`src/rtl/psbim_div_pipe.sv`:
```
// Pipelined restoring divider with a fixed divisor, one quotient bit per stage.
// No dependencies.
module psbim_div_pipe #(
  parameter int NUM_W  = 40,
  parameter int DEN_W  = 26,
  parameter int Q_W    = 14,
  parameter int SIDE_W = 1
) (
  input  logic              clk,
  input  logic              rst,
  input  logic              en,
  input  logic              in_vld,
  input  logic [NUM_W-1:0]  num,
  input  logic [DEN_W-1:0]  den,
  input  logic [SIDE_W-1:0] side_in,
  output logic              out_vld,
  output logic [Q_W-1:0]    quo,
  output logic [DEN_W-1:0]  rem,
  output logic [SIDE_W-1:0] side_out
);

  logic [NUM_W-1:0]  rem_s  [1:Q_W];
  logic [Q_W-1:0]    q_s    [1:Q_W];
  logic [SIDE_W-1:0] side_s [1:Q_W];
  logic              vld_s  [1:Q_W];

  for (genvar k = 0; k < Q_W; k++) begin : g_stage
    localparam int B = Q_W - 1 - k;
    logic [NUM_W-1:0]  rem_cur;
    logic [Q_W-1:0]    q_cur;
    logic [SIDE_W-1:0] side_cur;
    logic              vld_cur;
    logic [NUM_W-1:0]  dsh;
    logic              take;
    logic [Q_W-1:0]    q_new;

    if (k == 0) begin : g_first
      assign rem_cur  = num;
      assign q_cur    = '0;
      assign side_cur = side_in;
      assign vld_cur  = in_vld;
    end else begin : g_rest
      assign rem_cur  = rem_s[k];
      assign q_cur    = q_s[k];
      assign side_cur = side_s[k];
      assign vld_cur  = vld_s[k];
    end

    always_comb begin
      dsh      = NUM_W'(den) << B;
      take     = rem_cur >= dsh;
      q_new    = q_cur;
      q_new[B] = take;
    end

    always_ff @(posedge clk) begin
      if (rst) begin
        vld_s[k+1] <= 1'b0;
      end else if (en) begin
        vld_s[k+1] <= vld_cur;
      end
    end

    always_ff @(posedge clk) begin
      if (en) begin
        rem_s[k+1]  <= take ? rem_cur - dsh : rem_cur;
        q_s[k+1]    <= q_new;
        side_s[k+1] <= side_cur;
      end
    end
  end

  assign out_vld  = vld_s[Q_W];
  assign quo      = q_s[Q_W];
  assign rem      = rem_s[Q_W][DEN_W-1:0];
  assign side_out = side_s[Q_W];

endmodule

```
`config.mk`:
```
export PLATFORM = sky130hd
export DESIGN_NAME = psbim_div_pipe
export DESIGN_NICKNAME = d
export VERILOG_FILES = /design/src/rtl/psbim_div_pipe.sv
export SDC_FILE = /design/constraint.sdc
export NUM_CORES = 2
export LEC_CHECK = 0
export ABC_AREA = 1
export BUFFER_PORTS_ARGS = -buffer_cell sky130_fd_sc_hd__buf_4
export CAP_MARGIN = 20
export CELL_PAD_IN_SITES_DETAIL_PLACEMENT = 0
export CELL_PAD_IN_SITES_GLOBAL_PLACEMENT = 1
export CORE_MARGIN = 2
export CORE_UTILIZATION = 35
export DETAILED_ROUTE_END_ITERATION = 8
export HOLD_SLACK_MARGIN = 0.06
export PLACE_DENSITY_LB_ADDON = 0.1
export SLEW_MARGIN = 25
export SYNTH_ARGS = -nofsm -noshare
export SYNTH_HDL_FRONTEND = slang
export SYNTH_SLANG_ARGS = --single-unit
```
`constraint.sdc`:
```
create_clock -name clk -period 3.36 [get_ports clk]
set_input_delay 0.336 -clock clk [delete_from_list [all_inputs] [get_ports clk]]
set_output_delay 0.336 -clock clk [all_outputs]
set_load 0.02 [all_outputs]
```
# [Yosys cells after proc, flatten, opt, wreduce, memory -nomap -nowiden]
# Memories as Yosys holds them, arrays and structs flattened.
# Index checks and enable logic that the tools add are counted.
[word_totals] reg_bits=0 ram_bits=784 input_bits=71 output_inout_bits=42 n_memories=4
[op_classes] addsub=14 n_lt_le_gt_ge=14 muxes=34 bitwise_logic=14
[memory_table] memory="rem_s" words=14 width=40 read_ports=14 rd_ports_with_merged_regs=0 wr=14 line="22" source="logic [NUM_W-1:0] rem_s [1:Q_W];"
[memory_table] memory="q_s" words=14 width=14 read_ports=14 rd_ports_with_merged_regs=0 wr=14 line="23" source="logic [Q_W-1:0] q_s [1:Q_W];"
[memory_table] memory="side_s" words=14 width=1 read_ports=14 rd_ports_with_merged_regs=0 wr=14 line="24" source="logic [SIDE_W-1:0] side_s [1:Q_W];"
[memory_table] memory="vld_s" words=14 width=1 read_ports=14 rd_ports_with_merged_regs=0 wr=14 line="25" source="logic vld_s [1:Q_W];"
[ops] op="$mux 40" count=14
[ops] op="$ge 40x26->1" count=1
[ops] op="$ge 40x27->1" count=1
[ops] op="$ge 40x28->1" count=1
[ops] op="$ge 40x29->1" count=1
[ops] op="$ge 40x30->1" count=1
[ops] op="$ge 40x31->1" count=1
[ops] op="$ge 40x32->1" count=1
[ops] op="$ge 40x33->1" count=1
[ops] op="$ge 40x34->1" count=1
[ops] op="$ge 40x35->1" count=1
[ops] op="$ge 40x36->1" count=1
[ops] op="$ge 40x37->1" count=1
[ops] op="$ge 40x38->1" count=1
[ops] op="$ge 40x39->1" count=1
[ops] op="$sub 40x26->40" count=1
[ops] op="$sub 40x27->40" count=1
[ops] op="$sub 40x28->40" count=1
[ops] op="$sub 40x29->40" count=1
[ops] op="$sub 40x30->40" count=1
[ops] op="$sub 40x31->40" count=1
[ops] op="$sub 40x32->40" count=1
[ops] op="$sub 40x33->40" count=1
[ops] op="$sub 40x34->40" count=1
[ops] op="other kinds (7)" count=39

# [Longest topological paths before layout]
[logic_depth] word_depth=4 mapped_depth=16 mapped_depth_nobuf=16

# [Least setup slack after synthesis]
# Ideal clock, no wire load.
[synth_path] path_type="in2reg" start="input port den[1]" end="memory rem_s[5][33], data pin" setup_ns=0.253 t_arrival_ns=2.190 required_ns=3.107 slack_ns=0.917 path_stages=16 n_path_buf=2 cell_sequence="inv_1 -> ha_1 -> nand2_1 -> inv_1 -> nand2_1 -> nand3_2 -> nand2_1 -> nand2_1 -> nand2_1 -> nand2_1 -> nand2_1 -> nand3_1 -> buf_4 -> buf_6 -> nand3_1 -> nand2_1"
[synth_lines] item="start: declaration" line="14" source="input logic [DEN_W-1:0] den,"
[synth_lines] item="end: declaration" line="22"

==> out/metrics.cfg <==
[cts]
cts_tree=yes
cts_root_buffer=clkbuf_16
cts_buffer_depth=3
clock-sinks=679
numCtsBuffers=87
h-tree-depth=3
clock_latency_ns=0.72
cts_setup_buffers=0
path_clk_slew_ns=0.07

[detailed_routing]
dr.pass1.iters=6
routedWlPerCell_um=20.93
antenna_left=0
vias_per_cell=5.043
drtIter0Drc=4620
wl_um=219700
num_vias=52920
post-route-drc-count=0

[logic_synthesis]
syn_area_um2=55780
syn_inst=8061
syn_nets=8510
ys_types=46
syn_avg_cell_area_um2=6.920
synth-seq-cells=679
ys.warnings.count=0
seq_area_frac_synth_pct=36.55

[pwr]
clockPowerShare_pct=18.7
intPower_mw=27.31
peakVddDrop_mv=0.4660
combinationalPowerShare_pct=51.6
switching_share_pct=46.77
p_per_area_nw_per_um2=809.7
p_leak_nw=30.17
switchingPower_mw=23.99
seqPwrFrac_pct=29.7

[sta]
setup_viol=0
fmax_ghz=0.3411
finClkSkew_ns=0.03661
rsz0062_at_grt=false
period_share_pct=87.26
slew_violations=0
fin_setup_tns_ns=0
relSlewSlack_pct=55.93
tightest_slew_ns=0.6610
hold_violations=0
period_needed_ns=2.932

[placement]
gp_congestion=0.9665
place_inst=10290
io_buffer_count=112
detailed_place_hpwl_um=175400

[critical_path]
r2r-end=rem_s[6][36]$_DFFE_PP_
path_buf_inv=3
crit_cells=11
cp_slowest_cell=nor2_1
crit_chain=ha_1, nand2_1, nor2_1, nand4_1, nor2_1, buf_4, nand3_1, nand3_2, inv_1, buf_12, a21oi_1
endpoint=rem_s[6][36]$_DFFE_PP_
worst-endpoint-arrival_ns=3.46
worstPathRequired_ns=3.89
crit_path_max_fanout=30
crit_type=flop to flop
cpPeakStageDelay_ns=0.51
rrSetupSlack_ns=0.43
ff2ff_path_depth=11
worstSetupEndpointType=flop
crit_top_cell=nor2_1
rr_startpoint=rem_s[5][14]$_DFFE_PP_
startpoint=rem_s[5][14]$_DFFE_PP_
critPathLaunchType=flop
critPathTopFamily=simple AND/OR/NAND/NOR gates

[run]
maxCapViolCount=0

[grt]
grt_pass1_vias=50240
overflow=0
grt_pass1_wl_um=323900
grt_use_total_pct=26.57
antenna_found_initial=10
grt_max_degree=117

[layout]
layout.nets=8800
diodes=0
final_cells=10500
fillers=16880
drive_above_1_share_pct=5.259
syn2layout_area_growth_pct=13.60

[floorplanning]
rows=146
start_util_pct=35.22
num_io_pins=113
core_um2=158400
die_w_um=403.2
die_height_um=403.2
die_area_um2=162600

[outcome]
outcome=completed

[hold_path]
min_path_type=primary input to flop

[worst min-delay path, delay by kind of cell]
family                 cells  cell delay, ns
AO/OA/AOI/OAI              1            0.20
buffers and inverters      2            0.14
[flip-flops by register name, indices dropped and copies added, names as in the netlist]
register	cells
side_s	14
rem_s	546
q_s	105
vld_s	14
[worst min path at each step]
stage	start	endpoint	slack, ns	cells after the start
after CTS	num[14]	rem_s[1][14]$_DFFE_PP_	0.06	3
after global routing	en	rem_s[6][32]$_DFFE_PP_	0.08	1
after floorplan	q_s[0][92]$_DFFE_PP_	q_s[0][106]$_DFFE_PP_	0.40	0
after detailed placement	q_s[0][108]$_DFFE_PP_	q_s[0][122]$_DFFE_PP_	0.40	0
final	num[14]	rem_s[1][14]$_DFFE_PP_	0.09	3
after global placement	q_s[0][189]$_DFFE_PP_	q_s[0][203]$_DFFE_PP_	0.40	0
[what timing repair did]
action                                 4_1_cts  5_1_grt
endpoints found under the hold margin       41        0
setup endpoints to repair                    0        0
resized for setup                            0        0
hold buffers                                41        0
[through the flow]
stage	hold WS, ns	worst slack, ns	cell area (um^2)	total power, mW	utilization, %
after global routing	0.08402	0.2009	63370	55.43	40.01
after CTS	0.06463	0.4185	63370	51.47	40.01
final	0.09097	0.4282	63370	51.31	40.01
after global placement	0.4005	0.1819	60100	41.67	37.95
after floorplan	0.4003	0.9172	55780	32.39	-
after detailed placement	0.4045	0.1640	60100	41.55	37.95
[cells in the final DEF (no fill, tap or decap), types with 15 or more instances in the layout]
master / synthesis / routed
nand2_1: 3012 / 3012
inv_1: 1203 / 1187
nor2_1: 756 / 756
edfxtp_1: 679 / 679
nand3_1: 554 / 554
a21oi_1: 410 / 410
ha_1: 364 / 364
o21ai_0: 248 / 248
buf_4: 16 / 202
nand4_1: 159 / 159
xor2_1: 126 / 126
xnor2_1: 95 / 95
nor3_1: 94 / 94
clkbuf_16: 0 / 87
o21ai_1: 51 / 51
nand3b_1: 49 / 49
dlygate4sd3_1: 0 / 41
buf_12: 0 / 39
o21bai_1: 30 / 30
clkinv_1: 1 / 29
clkbuf_1: 1 / 21
inv_2: 9 / 19
and2_1: 15 / 15
[kinds of logic after synthesis]
family                   count (synthesis)  share of synthesized area [%]
XOR/XNOR                               221                          3.470
flip-flops                             679                          36.55
AO/OA/AOI/OAI                          784                          7.420
AND/OR/NAND/NOR                       4703                          34.67
buffers and inverters                 1296                          9.215
adder cells (fa/ha/maj)                378                          8.667
[cell usage after synthesis, drive strengths merged]
cell type	count	area share [%]
a21boi	10	0.13
a21o	4	0.054
a21oi	419	3.8
and2	16	0.18
and3	5	0.056
buf	81	1.0
clkbuf	1	0.0067
clkinv	1	0.0067
edfxtp	679	37
fa	14	0.50
ha	364	8.2
inv	1213	8.2
nand2	3021	20
nand3	568	5.2
nand3b	49	0.66
nand4	160	1.8
nor2	764	5.2
nor3	95	0.86
nor3b	1	0.013
nor4	13	0.17
o211ai	5	0.067
o21a	4	0.054
o21ai	312	2.9
o21bai	30	0.40
or2	10	0.11
or3	1	0.011
xnor2	95	1.5
xor2	126	2.0
[power groups by stage]
stage / Combinational (mW) / Clock (mW) / Sequential, mW
3_5_place_dp: 26.2 / 0 / 15.4
4_1_cts: 26.3 / 9.89 / 15.3
6_report: 26.5 / 9.61 / 15.2
2_1_floorplan: 18.3 / 0 / 14.1
5_1_grt: 29.9 / 10.2 / 15.4
3_3_place_gp: 26.2 / 0 / 15.5
[final cells by class]
class / instances / area [um^2] / share of cell area, %
multi-input cells: 6086 / 30250 / 47.74
flip-flops and latches: 679 / 20390 / 32.18
inverters: 1214 / 4559 / 7.195
repair buffers: 283 / 2723 / 4.297
well taps: 2072 / 2592 / 4.091
clock buffers: 108 / 2256 / 3.560
clock inverters: 53 / 595.6 / 0.9399
[routing by layer]
layer / GRT usage (%) / share of wire [%] / up-vias
li1: - / - / 26710
met5: 0 / 0 / -
met2: 42.15 / 44 / 1377
met4: 6.597 / 2.6 / 0
met3: 3.458 / 5.6 / 249
met1: 38.12 / 48 / 24590
Power figures use the tool's default switching activity.
