===== config.mk =====
export PLATFORM = sky130hd
export DESIGN_NAME = psbim_cfg
export DESIGN_NICKNAME = d
export VERILOG_FILES = /design/src/rtl/psbim_pkg.sv /design/src/rtl/psbim_cfg.sv
export SDC_FILE = /design/constraint.sdc
export NUM_CORES = 2
export LEC_CHECK = 0
export BUFFER_PORTS_ARGS = -buffer_cell sky130_fd_sc_hd__buf_2
export CORE_ASPECT_RATIO = 1.25
export CORE_UTILIZATION = 50
export CTS_BUF_LIST = sky130_fd_sc_hd__clkbuf_4 sky130_fd_sc_hd__clkbuf_8
export DETAILED_ROUTE_END_ITERATION = 16
export PLACE_DENSITY = 0.65
export SLEW_MARGIN = 20
export SYNTH_ARGS = -nofsm -noshare
export SYNTH_HDL_FRONTEND = slang
export SYNTH_SLANG_ARGS = --single-unit

===== constraint.sdc =====
create_clock -name clk -period 8.05 [get_ports clk]
set_input_delay 0.4025 -clock clk [delete_from_list [all_inputs] [get_ports clk]]
set_output_delay 0.4025 -clock clk [all_outputs]
set_load 0.01 [all_outputs]

===== src/rtl/psbim_pkg.sv =====
// Widths, register indexes and the derived configuration bundle of the bin index mapper.
// No dependencies.
package psbim_pkg;

  localparam int Z_W        = 14;
  localparam int PHI_W      = 13;
  localparam int R_W        = 13;
  localparam int NS_W       = 13;
  localparam int SI_W       = 12;
  localparam int PLANE_W    = 26;
  localparam int PHR_W      = 26;
  localparam int SIZE_W     = 40;
  localparam int ZQ_W       = 14;
  localparam int LPHI_W     = 13;
  localparam int PHI_FULL_W = 27;
  localparam int PROD_W     = 40;
  localparam int SUM_W      = 42;
  localparam int CFG_IDX_W  = 3;
  localparam int CFG_DATA_W = 14;

  localparam logic [CFG_IDX_W-1:0] REG_NUM_Z        = 3'd0;
  localparam logic [CFG_IDX_W-1:0] REG_NUM_PHI      = 3'd1;
  localparam logic [CFG_IDX_W-1:0] REG_NUM_R        = 3'd2;
  localparam logic [CFG_IDX_W-1:0] REG_SUBSET_COUNT = 3'd3;
  localparam logic [CFG_IDX_W-1:0] REG_SUBSET_INDEX = 3'd4;

  typedef struct packed {
    logic [Z_W-1:0]     num_z;
    logic [PHI_W-1:0]   num_phi;
    logic [R_W-1:0]     num_r;
    logic [NS_W-1:0]    subset_count;
    logic [SI_W-1:0]    subset_index;
    logic [PLANE_W-1:0] plane;
    logic [PHR_W-1:0]   phr;
    logic [SIZE_W-1:0]  size;
    logic               busy;
  } cfg_t;

endpackage


===== src/rtl/psbim_cfg.sv =====
// Configuration registers and the sequencer that derives angles per subset, plane and size.
// Depends on psbim_pkg.
module psbim_cfg import psbim_pkg::*; (
  input  logic                  clk,
  input  logic                  rst,
  input  logic                  cfg_write,
  input  logic [CFG_IDX_W-1:0]  cfg_index,
  input  logic [CFG_DATA_W-1:0] cfg_data,
  output cfg_t                  cfg
);

  localparam logic [2:0] ST_IDLE  = 3'd0;
  localparam logic [2:0] ST_LOAD  = 3'd1;
  localparam logic [2:0] ST_DIV   = 3'd2;
  localparam logic [2:0] ST_APS   = 3'd3;
  localparam logic [2:0] ST_PLANE = 3'd4;
  localparam logic [2:0] ST_SIZE  = 3'd5;
  localparam logic [3:0] DIV_LAST = 4'(PHI_W - 1);

  logic [Z_W-1:0]     num_z;
  logic [PHI_W-1:0]   num_phi;
  logic [R_W-1:0]     num_r;
  logic [NS_W-1:0]    subset_count;
  logic [SI_W-1:0]    subset_index;
  logic [2:0]         state;
  logic [2:0]         state_next;
  logic [3:0]         cnt;
  logic [PHI_W-1:0]   dq;
  logic [PHI_W-1:0]   rem;
  logic [PHI_W-1:0]   aps;
  logic [PLANE_W-1:0] plane;
  logic [PHR_W-1:0]   phr;
  logic [SIZE_W-1:0]  size;
  logic [PHI_W:0]     trial;
  logic [PHI_W:0]     diff;
  logic               take;
  logic               si_lt;

  always_ff @(posedge clk) begin
    if (rst) begin
      num_z        <= Z_W'(1);
      num_phi      <= PHI_W'(1);
      num_r        <= R_W'(1);
      subset_count <= NS_W'(1);
      subset_index <= '0;
    end else if (cfg_write) begin
      case (cfg_index)
        REG_NUM_Z:        num_z        <= cfg_data[Z_W-1:0];
        REG_NUM_PHI:      num_phi      <= cfg_data[PHI_W-1:0];
        REG_NUM_R:        num_r        <= cfg_data[R_W-1:0];
        REG_SUBSET_COUNT: subset_count <= cfg_data[NS_W-1:0];
        REG_SUBSET_INDEX: subset_index <= cfg_data[SI_W-1:0];
        default: ;
      endcase
    end
  end

  // One quotient bit of num_phi / subset_count per cycle.
  always_comb begin
    trial = {rem, dq[PHI_W-1]};
    take  = trial >= {1'b0, subset_count};
    diff  = trial - {1'b0, subset_count};
    si_lt = {1'b0, subset_index} < rem;
  end

  always_comb begin
    case (state)
      ST_IDLE:  state_next = ST_IDLE;
      ST_LOAD:  state_next = ST_DIV;
      ST_DIV:   state_next = (cnt == DIV_LAST) ? ST_APS : ST_DIV;
      ST_APS:   state_next = ST_PLANE;
      ST_PLANE: state_next = ST_SIZE;
      ST_SIZE:  state_next = ST_IDLE;
      default:  state_next = ST_LOAD;
    endcase
  end

  always_ff @(posedge clk) begin
    if (rst) begin
      state <= ST_LOAD;
    end else if (cfg_write) begin
      state <= ST_LOAD;
    end else begin
      state <= state_next;
    end
  end

  always_ff @(posedge clk) begin
    case (state)
      ST_LOAD: begin
        dq  <= num_phi;
        rem <= '0;
        cnt <= '0;
      end
      ST_DIV: begin
        dq  <= {dq[PHI_W-2:0], take};
        rem <= take ? diff[PHI_W-1:0] : trial[PHI_W-1:0];
        cnt <= cnt + 4'd1;
      end
      ST_APS: begin
        aps <= (subset_count == '0) ? '0 : dq + {{(PHI_W-1){1'b0}}, si_lt};
      end
      ST_PLANE: begin
        plane <= PLANE_W'(num_r) * PLANE_W'(aps);
        phr   <= PHR_W'(num_phi) * PHR_W'(num_r);
      end
      ST_SIZE: begin
        size <= SIZE_W'(plane) * SIZE_W'(num_z);
      end
      default: ;
    endcase
  end

  assign cfg.num_z        = num_z;
  assign cfg.num_phi      = num_phi;
  assign cfg.num_r        = num_r;
  assign cfg.subset_count = subset_count;
  assign cfg.subset_index = subset_index;
  assign cfg.plane        = plane;
  assign cfg.phr          = phr;
  assign cfg.size         = size;
  assign cfg.busy         = state != ST_IDLE;

endmodule


==> After elaboration in Yosys (flattened, before gate mapping) <==
Index checks and enable logic that the tools add are counted.
{ "totals": {"reg_bits": 203, "output_inout_bits": 158, "elab_cells": 49} }
{ "classes": {"addsub": 3, "mul": 3, "order_cmp": 2, "n_eq_ne": 10, "n_mux": 6, "reduce_logical": 12} }
{ "ops": {"columns": ["op", "count"], "rows": [
  ["13-bit by 13-bit multiplier with 26-bit output", 2],
  ["13-bit one-hot mux with 2 select lines", 2],
  ["26-bit by 14-bit multiplier with 40-bit output", 1],
  ["3-bit one-hot mux with 5 select lines", 1],
  ["14-bit by 13-bit >= comparator with 1-bit output", 1],
  ["13-bit by 1-bit adder with 13-bit output", 1],
  ["13-bit logical NOT", 1],
  ["12-bit by 13-bit < comparator with 1-bit output", 1],
  ["13-bit 2-to-1 mux", 1],
  ["13-bit subtractor", 1],
  ["3-bit by 2-bit equality test with 1-bit output, second input constant", 4],
  ["2-bit AND reduction", 5],
  ["3-bit equality test, second input constant", 3],
  ["4-bit one-hot mux with 2 select lines", 1],
  ["3-bit by 1-bit equality test with 1-bit output, second input constant", 2],
  ["3-bit logical NOT", 2],
  ["4-bit by 1-bit adder with 4-bit output, second input constant", 1],
  ["4-bit equality test, second input constant", 1],
  ["2-bit OR reduction", 2],
  ["3-bit nonzero test", 1],
  ["2-bit nonzero test", 1],
  ["1-bit 2-to-1 mux", 1]
]} }

==> Longest topological paths before layout <==
{ "depth": {"depth_word": 3, "mapped_depth": 24, "mapped_depth_nobuf": 23} }

==> Least setup slack after synthesis <==
OpenSTA, ideal clock, no wires.
{ "synth_timing": {"path_kind": "reg-to-reg", "start": "register num_z[5]", "end": "register size[39], data pin", "setup_ns": 0.258, "arrival_time_ns": 6.205, "t_required_ns": 7.792, "setup_slack_ns": 1.587, "path_stages_with_launch": 22, "n_path_buf": 2, "period_less_slack_ns": 6.463, "path_cell_list": "dfxtp_1 > clkbuf_1 > clkbuf_1 > nand2_1 > fa_1 > fa_1 > fa_1 > inv_1 > fa_1 > fa_1 > inv_1 > fa_1 > inv_1 > ha_1 > nand2_1 > or4_4 > a41oi_4 > a2111oi_2 > or3_1 > a21oi_2 > o221a_2 > xnor2_1"} }
{ "synth_via": {"elab_chain_len": 1} }
{ "synth_lines": {"columns": ["item", "line", "rtl"], "rows": [
  ["start, declared", "psbim_cfg.sv:20", "logic [Z_W-1:0] num_z;"],
  ["start signal, assigned", "psbim_cfg.sv:48", "REG_NUM_Z: num_z <= cfg_data[Z_W-1:0];"],
  ["26-bit by 14-bit multiplier with 40-bit output", "psbim_cfg.sv:108", "size <= SIZE_W'(plane) * SIZE_W'(num_z);"],
  ["end signal, assigned", "psbim_cfg.sv:108", null],
  ["end, declared", "psbim_cfg.sv:33", "logic [SIZE_W-1:0] size;"]
]} }
Every way passes these cells.
A chain may end at the register's enable or synchronous reset.

==> Worst setup path after layout <==
{ "layout_timing": {"start": "register num_z[9]", "end": "register size[38], data pin"} }
Same word-level chain as after synthesis.

==> flow_summary_export.csv <==
group,metric,value,unit
status,status,"complete, no violations",
worst_setup_path,crit_family,"adder cells",
sta,fmax,0.1381,GHz
route,vias_per_cell,5.388,
pwr,clkPwrFrac,37.6,%
worst_setup_path,path_buf_inv,3,
route,drt-total-wl,75.81,mm
worst_setup_path,cp_slowest_cell,"dfxtp_1",
sta,hold_violations,0,
route,drc,0,
die,num_rows,100,
cts,cts.sink_count,203,
placement,place_hpwl,60.21,mm
global_route,first_global_vias,24680,
die,die_y,277.9,µm
placement,port_buffers,177,
route,vias,22670,
pwr,p_per_area,95.66,nW/µm²
pwr,internal_power,2.145,mW
sta,hold-worst-slack,0.1026,ns
sta,finalCriticalPeriod,7.240,ns
layout,nets,4235,
worst_setup_path,path_class,"register to register",
layout,layout.cells.non_filler,4208,
cts,clk_latency,0.63,ns
route,dr.first_iter.drc_count,1127,
pwr,p_switching,1.009,mW
layout,layout_common_cells,"624 x inv_1, 609 x nand2_1, 528 x fa_1",
flow_run,cap_violations,0,
sta,setup_viol,0,
worst_setup_path,end_kind,"register",
logic_synthesis,netlist_area,30450,µm²
cts,ctsLongestPathBuffers,3,
die,io_pins,178,
logic_synthesis,synth_seq_cells,203,
route,antenna_left,0,
pwr,p_leak,16.22,nW
logic_synthesis,ys_seq_area_share,17.79,%
layout,syn_to_final_growth,8.273,%
pwr,fin_total_pwr,3.153,mW
pwr,irDropWorstVdd,0.00008856,V
sta,tightest_slew,1.136,ns
pwr,combPwrFrac,23.9,%
worst_setup_path,path_cells,"nand2_1 -> fa_1 -> fa_1 -> inv_1 -> fa_1 -> fa_1 -> fa_1 -> inv_1 -> fa_1 -> inv_1 -> ha_1 -> nand3_1 -> or3_1 -> a211oi_1 -> o21ai_0 -> a2111oi_0 -> nor3b_1 -> o21ai_0 -> xor2_1",
sta,finalClockSkew,0.03390,ns
global_route,grt_pass1_wl,125.6,mm
layout,layout-drive-gt1-share,9.384,%
die,core_area,59810,µm²
pwr,seqPwrFrac,38.5,%
die,start_util,50.91,%
cts,cts.htree.levels,2,
worst_setup_path,cp.arrival,7.60,ns
cts,tritoncts,"built",
sta,rsz0062_at_grt,"no",
worst_setup_path,cp_common_cell,"fa_1",
hold_path,holdCritPathClass,"input pin to register",
logic_synthesis,async_reset_ff_share,0,%
layout,final_common_cell,"inv_1",
route,wl_per_cell,18.01,µm
worst_setup_path,required,8.41,ns
worst_setup_path,crit_fanout,28,
cts,cts.clk_slew.worst_paths,0.06,ns
global_route,grt_max_degree,69,
worst_setup_path,critPathLaunchType,"register",
sta,fin_crit_sh,89.94,%
die,die_w,222.7,µm
placement,gp_congestion,0.9460,
worst_setup_path,regToRegSetupSlack,0.81,ns
logic_synthesis,yosys_most_used_dff,"edfxtp_1",
logic_synthesis,synth_edf_count,135,
logic_synthesis,syn_nets,4121,
logic_synthesis,syn-instance-count,3299,
global_route,grt-ovfl-total,0,
worst_setup_path,cpPeakStageDelay,1.06,ns
die,die-area,61890,µm²
logic_synthesis,yosysUniqueCellTypes,65,
pwr,switching_share,31.99,%
sta,relSlewSlack,24.16,%
placement,place_inst,4136,
global_route,groute.usage.overall,25.35,%
sta,maxSlewViolCount,0,
route,firstDrtPassIters,8,
cts,cts_root_buffer,"clkbuf_8",
cts,numCtsBuffers,39,
logic_synthesis,avgSynthCellArea,9.229,µm²
sta,finalSetupTns,0,ns
logic_synthesis,synth_warnings,0,
cts,cts_resized,0,
global_route,antenna_found_initial,1,
## per-stage QoR
step	util [%]	instance area, µm²	setup slack [ns]
6_report	55.12	32960	0.8096
5_1_grt	55.12	32960	0.3449
4_1_cts	55.11	32960	0.8457
3_5_place_dp	53.61	32060	0.8493
3_3_place_gp	53.61	32060	1.058
2_1_floorplan	-	30450	1.587
## state kept, by name, summed over array words and instances (netlist names)
signal,flops
subset_index,12
size,40
subset_count,13
num_z,14
num_phi,13
aps,13
phr,26
rem,13
num_r,13
plane,26
cnt,4
dq,13
state,3
## synthesized netlist by cell type, types with 3 or more instances
cell         n  share of area, %
a2111oi_0    3             0.086
a211o_1      3             0.086
a211oi_1     6              0.15
a21boi_0     3             0.074
a21o_1      44               1.1
a21oi_1    148               2.4
a31oi_1      7              0.14
and2_1     280               5.8
and3_1      17              0.35
and4_1       3             0.086
clkbuf_1   144               1.8
dfxtp_1     68               4.5
edfxtp_1   135                13
fa_1       528                35
ha_1       274                11
inv_1      624               7.7
mux2_2      12              0.44
mux2i_1     10              0.33
nand2_1    609               7.5
nand2b_1    15              0.31
nand3_1     28              0.46
nand3b_1     6              0.15
nand4_1     12              0.25
nor2_1      75              0.92
nor2b_1     10              0.21
nor3_1      10              0.16
nor3b_1      5              0.12
o211ai_1     6              0.15
o21a_1      14              0.35
o21ai_0     40              0.66
o21bai_1     9              0.22
o311ai_0     3             0.086
o31ai_1      4             0.099
or2_2        8              0.16
or3_1        6              0.12
xnor2_1     69               2.0
xor2_1      23              0.66
## final timing paths
kind / start / end / depth (start not counted)
worst max-delay path: num_z[9]$_SDFFE_PP0P_ / size[38]$_DFFE_PN_ / 19
worst min-delay path: cfg_write / state[1]$_SDFF_PP0_ / 2
worst max register to register: num_z[9]$_SDFFE_PP0P_ / size[38]$_DFFE_PN_ / 19
worst min register to register: num_z[10]$_SDFFE_PP0P_ / num_z[10]$_SDFFE_PP0P_ / 2
## worst register-to-register path: stages (launching register included)
cell	delay, ns
dfxtp_1	1.06
nand2_1	0.18
fa_1	0.46
fa_1	0.49
inv_1	0.06
fa_1	0.55
fa_1	0.44
fa_1	0.50
inv_1	0.05
fa_1	0.47
inv_1	0.04
ha_1	0.35
nand3_1	0.12
or3_1	0.36
a211oi_1	0.42
o21ai_0	0.35
a2111oi_0	0.55
nor3b_1	0.20
o21ai_0	0.25
xor2_1	0.09
## cell type report
type / instances / area, µm²
clock inverter: 14 / 177.7
multi-input combinational: 2326 / 22160
timing repair buffer: 219 / 1204
sequential: 203 / 5415
tap: 765 / 957.2
fill: 5431 / 26840
inverter: 624 / 2342
antenna: 1 / 2.502
clock buffer: 56 / 708.2
## what timing repair did
item / 4_1_cts / 5_1_grt
setup buffers: 0 / 0
hold buffers: 1 / 0
endpoints found under the hold margin: 1 / 0
## logic make-up after synthesis
group,count (synthesis),share of synthesized area [%]
xor+xnor,92,2.647
mux,22,0.7726
flops,203,17.79
compound gates,315,6.465
simple gates,1095,16.85
buf+inv,770,9.497
fa+ha+maj,802,45.98
## per-layer routing
metal	up-vias	global-route usage [%]	part of all wire, %
met3	146	3.252	5.1
met2	630	46.71	52
met4	0	8.789	3.3
met5	-	0	0
met1	11520	30.10	39
li1	10370	-	-
## power by group through the flow
stage	Combinational (mW)	Clock (mW)	Sequential, mW
2_1_floorplan	0.576	0	1.21
3_3_place_gp	0.726	0	1.23
3_5_place_dp	0.749	0	1.23
4_1_cts	0.755	1.23	1.21
5_1_grt	0.858	1.25	1.22
6_report	0.754	1.19	1.21
Note: power is estimated with default switching activity, not from simulation.
